==> src/dpf_pkg.sv <==
// Package for the deduplicating packet FIFO: field widths, command codes,
// transaction payload types and the control bundle sent to the cell row.
// No dependencies.
package dpf_pkg;

  localparam int unsigned CMD_W     = 2;
  localparam int unsigned ID_PORT_W = 16;
  localparam int unsigned TS_W      = 32;
  localparam int unsigned CAP_W     = 7;
  localparam int unsigned CNT_W     = 7;

  localparam int unsigned DEPTH_DEF   = 64;
  localparam int unsigned ID_BITS_DEF = 16;

  localparam logic [CMD_W-1:0] CMD_ADD     = 2'd0;
  localparam logic [CMD_W-1:0] CMD_FORWARD = 2'd1;
  localparam logic [CMD_W-1:0] CMD_COUNT   = 2'd2;

  typedef struct packed {
    logic [CMD_W-1:0]     command;
    logic [ID_PORT_W-1:0] source;
    logic [ID_PORT_W-1:0] destination;
    logic [TS_W-1:0]      timestamp;
    logic [TS_W-1:0]      start_time;
    logic [TS_W-1:0]      end_time;
  } in_item_t;

  typedef struct packed {
    logic                 accepted;
    logic                 packet_valid;
    logic [ID_PORT_W-1:0] out_source;
    logic [ID_PORT_W-1:0] out_destination;
    logic [TS_W-1:0]      out_timestamp;
    logic [CNT_W-1:0]     match_count;
  } out_item_t;

  // shift: each cell not loading a new entry takes its upper neighbor's entry (oldest drops out)
  // append: the cell at the append position loads the new entry
  typedef struct packed {
    logic shift;
    logic append;
  } cell_ctl_t;

endpackage

==> src/dpf_cell.sv <==
// One slot of the FIFO row: holds an entry, compares it against the query
// and passes the running duplicate flag and match count to the next slot.
// Depends on dpf_pkg.
module dpf_cell #(
  parameter int unsigned POS   = 0,
  parameter int unsigned ID_W  = 16,
  parameter int unsigned OCC_W = 7,
  parameter int unsigned IDX_W = 6
) (
  input  logic                  clk,
  input  dpf_pkg::cell_ctl_t    ctl,
  input  logic [OCC_W-1:0]      occ,
  input  logic [IDX_W-1:0]      app_pos,
  input  logic [ID_W-1:0]       q_src,
  input  logic [ID_W-1:0]       q_dst,
  input  logic [dpf_pkg::TS_W-1:0] q_ts,
  input  logic [dpf_pkg::TS_W-1:0] q_lo,
  input  logic [dpf_pkg::TS_W-1:0] q_hi,
  input  logic [ID_W-1:0]       nb_src,
  input  logic [ID_W-1:0]       nb_dst,
  input  logic [dpf_pkg::TS_W-1:0] nb_ts,
  input  logic [dpf_pkg::CNT_W-1:0] acc_in,
  input  logic                  dup_in,
  output logic [ID_W-1:0]       ent_src,
  output logic [ID_W-1:0]       ent_dst,
  output logic [dpf_pkg::TS_W-1:0] ent_ts,
  output logic [dpf_pkg::CNT_W-1:0] acc_out,
  output logic                  dup_out
);
  import dpf_pkg::*;

  logic [ID_W-1:0]  src_r;
  logic [ID_W-1:0]  dst_r;
  logic [TS_W-1:0]  ts_r;
  logic [CNT_W-1:0] acc_r;
  logic             dup_r;
  logic             held;
  logic             dup_hit;
  logic             cnt_hit;
  logic             load_new;

  assign held     = OCC_W'(POS) < occ;
  assign dup_hit  = held && (src_r == q_src) && (dst_r == q_dst) && (ts_r == q_ts);
  assign cnt_hit  = held && (dst_r == q_dst) && (ts_r >= q_lo) && (ts_r <= q_hi);
  assign load_new = ctl.append && (app_pos == IDX_W'(POS));

  always_ff @(posedge clk) begin
    acc_r <= acc_in + CNT_W'(cnt_hit);
    dup_r <= dup_in | dup_hit;
    if (load_new) begin
      src_r <= q_src;
      dst_r <= q_dst;
      ts_r  <= q_ts;
    end else if (ctl.shift) begin
      src_r <= nb_src;
      dst_r <= nb_dst;
      ts_r  <= nb_ts;
    end
  end

  assign ent_src = src_r;
  assign ent_dst = dst_r;
  assign ent_ts  = ts_r;
  assign acc_out = acc_r;
  assign dup_out = dup_r;

endmodule

==> config.mk <==
export PLATFORM = sky130hd
export DESIGN_NAME = dpf_cell
export DESIGN_NICKNAME = d
export VERILOG_FILES = /design/src/dpf_pkg.sv /design/src/dpf_cell.sv
export SDC_FILE = /design/constraint.sdc
export NUM_CORES = 1
export LEC_CHECK = 0
export BUFFER_PORTS_ARGS = -buffer_cell sky130_fd_sc_hd__buf_2
export CAP_MARGIN = 20
export CORE_UTILIZATION = 30
export DETAILED_ROUTE_END_ITERATION = 6
export PLACE_DENSITY = 0.61
export SKIP_CTS_REPAIR_TIMING = 1
export SLEW_MARGIN = 20
export SYNTH_ARGS = -nofsm -noshare
export SYNTH_HDL_FRONTEND = slang
export SYNTH_SLANG_ARGS = --single-unit
==> constraint.sdc <==
create_clock -name clk -period 2.8 [get_ports clk]
set_input_delay 0.14 -clock clk [delete_from_list [all_inputs] [get_ports clk]]
set_output_delay 0.14 -clock clk [all_outputs]
set_load 0.01 [all_outputs]
==> results.toml <==
[synthesis]
synth-seq-cells = 72
avgSynthCellArea_sq_um = 11.4
syn_area_sq_um = 5310
async_reset_ff_share_pct = 0
synthCells = 466
syn_nets = 748
synth_cell_type_count = 42
ys.flop_type = "edfxtp_1"
ys_seq_area_share_pct = 39.2
synth_edf_count = 64
yosys_warnings = 0

[floorplan]
rows = 48
die_h_um = 135
fp.dieArea_sq_um = 18200
core_sq_um = 17300
ios = 288
initial_utilization_pct = 30.7
fp.dieW_um = 135

[global_routing]
grt_pass1_wl_mm = 25.9
gr-total-overflow = 0
antenna_found_initial = 3
grt_usage_pct = 19.2
grt_max_degree = 36
grt_pass1_vias = 4928

[clock_network]
root_buffer = "clkbuf_16"
cts_tree = "yes"
htree_levels = 3
cts-buffers-inserted = 9
cts_max_path_buffers = 2
numClockSinks = 72
clk_pin_slew_worst_paths_ns = 0.06
clk_latency_ns = 0.34

[setup_path]
cpPeakStageDelay_ns = 0.46
worstPathMaxFanout = 4
worst_setup_path_end_kind = "flip-flop"
crit_arrival_ns = 2.84
cp_slowest_cell = "edfxtp_1"
cp_top_family = "adder cells"
cp-start-kind = "flip-flop"
crit_chain = "ha_1, and4_1, nand2_1, nor3_2, a31o_1, o21ai_1, a221oi_2, ha_2, ha_4, nand3_1, xnor2_1"
required_ns = 3.02
crit_buf_inv = 0
path_class = "flip-flop to flip-flop"

[run]
maxCapViolCount = 0

[route]
ant_nets = 0
drc = 0
wl_per_cell_um = 17.0
vias = 4621
firstDrtPassIters = 4
wirelength_mm = 17.2
drt_iter0_drc = 96
via_per_inst = 4.57

[run_status]
status = "complete, but fails checks"
violations = "negative hold slack"

[placed_design]
dp_cells = 989
place.gp.congestion = 0.843
hpwl_mm = 14.7
port_buffers = 287

[power]
leakagePower_nw = 3.63
peakVddDrop_mv = 0.259
power_mw = 3.35
powerDensity_nw_per_um2 = 443

[sta]
tns_ns = 0
skew_ns = 0.00840
fin_crit_ns = 2.61
slew_headroom_pct = 65.0
worstMarginPinSlew_ns = 0.525
timing_hold_violations_final = 2
slew_viol_final = 0
holdWs_ns = -0.0113
fmax_mhz = 383
finalSetupViolCount = 0
period_share_pct = 93.3

[layout]
multi_input_area_sq_um = 3040
layout-drive-gt1-share_pct = 48.3
final_util_pct = 43.7
fill_cells = 1719
syn_to_final_growth_pct = 42.3
finalNetCount = 1061
seq_area_sq_um = 2080
final_cells = 1011

[min_path]
hold_path_class = "primary input to flip-flop"
[layer usage]
metal / vias to the layer above / global-route usage [%] / wire length [um]
met5: - / 0 / 13
met4: 2 / 6.30 / 264
met3: 19 / 5.56 / 1370
met2: 191 / 34.1 / 8600
met1: 2072 / 22.0 / 6900
li1: 2337 / - / -
[registers in the layout (all words and copies together), names as in the netlist]
| name | flops |
|---|---|
| dup_out | 1 |
| acc_out | 7 |
| ent_ts | 32 |
| ent_src | 16 |
| ent_dst | 16 |
[cell families after synthesis]
kind of cell,count (synthesis),synth area share [%]
buffers and inverters,72,5.23
and+or+nand+nor,66,7.47
xor gates and xnor gates,69,11.4
muxes,64,13.6
DFF,72,39.2
adders and majority gates,66,15.6
AOI/OAI and AO/OA,57,7.54
[cell type report]
type                    instances  area share [%]
clock inverters                 6           0.927
inverters                      65            3.23
clock buffers                  10            3.03
multi-input cells             322            40.3
flip-flops and latches         72            27.6
diodes                          2          0.0662
well taps                     225            3.73
repair buffers                309            21.2
[cells in the mapped netlist (6+ instances only)]
library cell	count	area share [%]
a21o_1	12	1.7
mux2_2	35	7.4
ha_1	66	16
nor4_1	7	0.83
inv_1	65	4.6
nand4_1	24	2.8
edfxtp_1	64	36
mux2_1	29	6.2
a21oi_1	19	1.8
nand3_1	8	0.75
nand2_1	8	0.57
xnor2_1	64	11
buf_2	6	0.57
dfxtp_1	8	3.0
o21ai_0	7	0.66
[metrics by stage]
stage               setup slack (ns)  cell area, sq um
floorplan                     0.0186              5310
global placement             -0.0456              7140
detailed placement            -0.135              7140
global route                 -0.0235              7550
finish                         0.187              7550
CTS                           -0.131              7440
[cell usage in the layout (no fill, tap or decap), types with 2 or more instances in the layout]
cell	count
ha_4	2
buf_4	22
mux2_2	35
edfxtp_1	64
a21o_1	12
nor3_2	2
xnor2_1	64
mux2_1	29
a211oi_1	3
nand4_2	2
nand3_1	8
clkinvlp_4	3
a221oi_2	2
nor4_2	2
a21oi_1	19
inv_1	65
nor2b_1	2
clkinv_4	2
nand2_1	7
nand4_1	24
dfxtp_1	8
nor2_1	4
ha_1	63
nor4_1	5
diode_2	2
and4_1	3
o41ai_2	2
xor2_1	5
nor3_1	2
o21ai_0	6
clkbuf_16	9
buf_2	287
[report_power, final]
| part | internal (mW) | switching, mW |
|---|---|---|
| logic | 0.423 | 0.408 |
| clock network | 0.693 | 0.479 |
| registers | 1.27 | 0.0745 |
| total | 2.39 | 0.961 |
[worst register-to-register path, delay by kind of cell, from the launching register on]
family / cells / cell delay [ns]
fa+ha+maj: 3 / 0.74
simple gates: 4 / 0.70
xor+xnor: 1 / 0.14
compound gates: 3 / 0.46
flops: 1 / 0.46
[final timing paths]
path,start,endpoint,slack (ns),cells after the start
setup / recovery,ent_ts[31]$_DFFE_PP_,acc_out[6]$_DFF_P_,0.19,11
hold / removal,dup_in,dup_out$_DFF_P_,-0.01,2
setup reg to reg,ent_ts[31]$_DFFE_PP_,acc_out[6]$_DFF_P_,0.19,11
hold reg to reg,ent_src[2]$_DFFE_PP_,dup_out$_DFF_P_,0.85,4
Note: power is estimated with default switching activity, not from simulation.
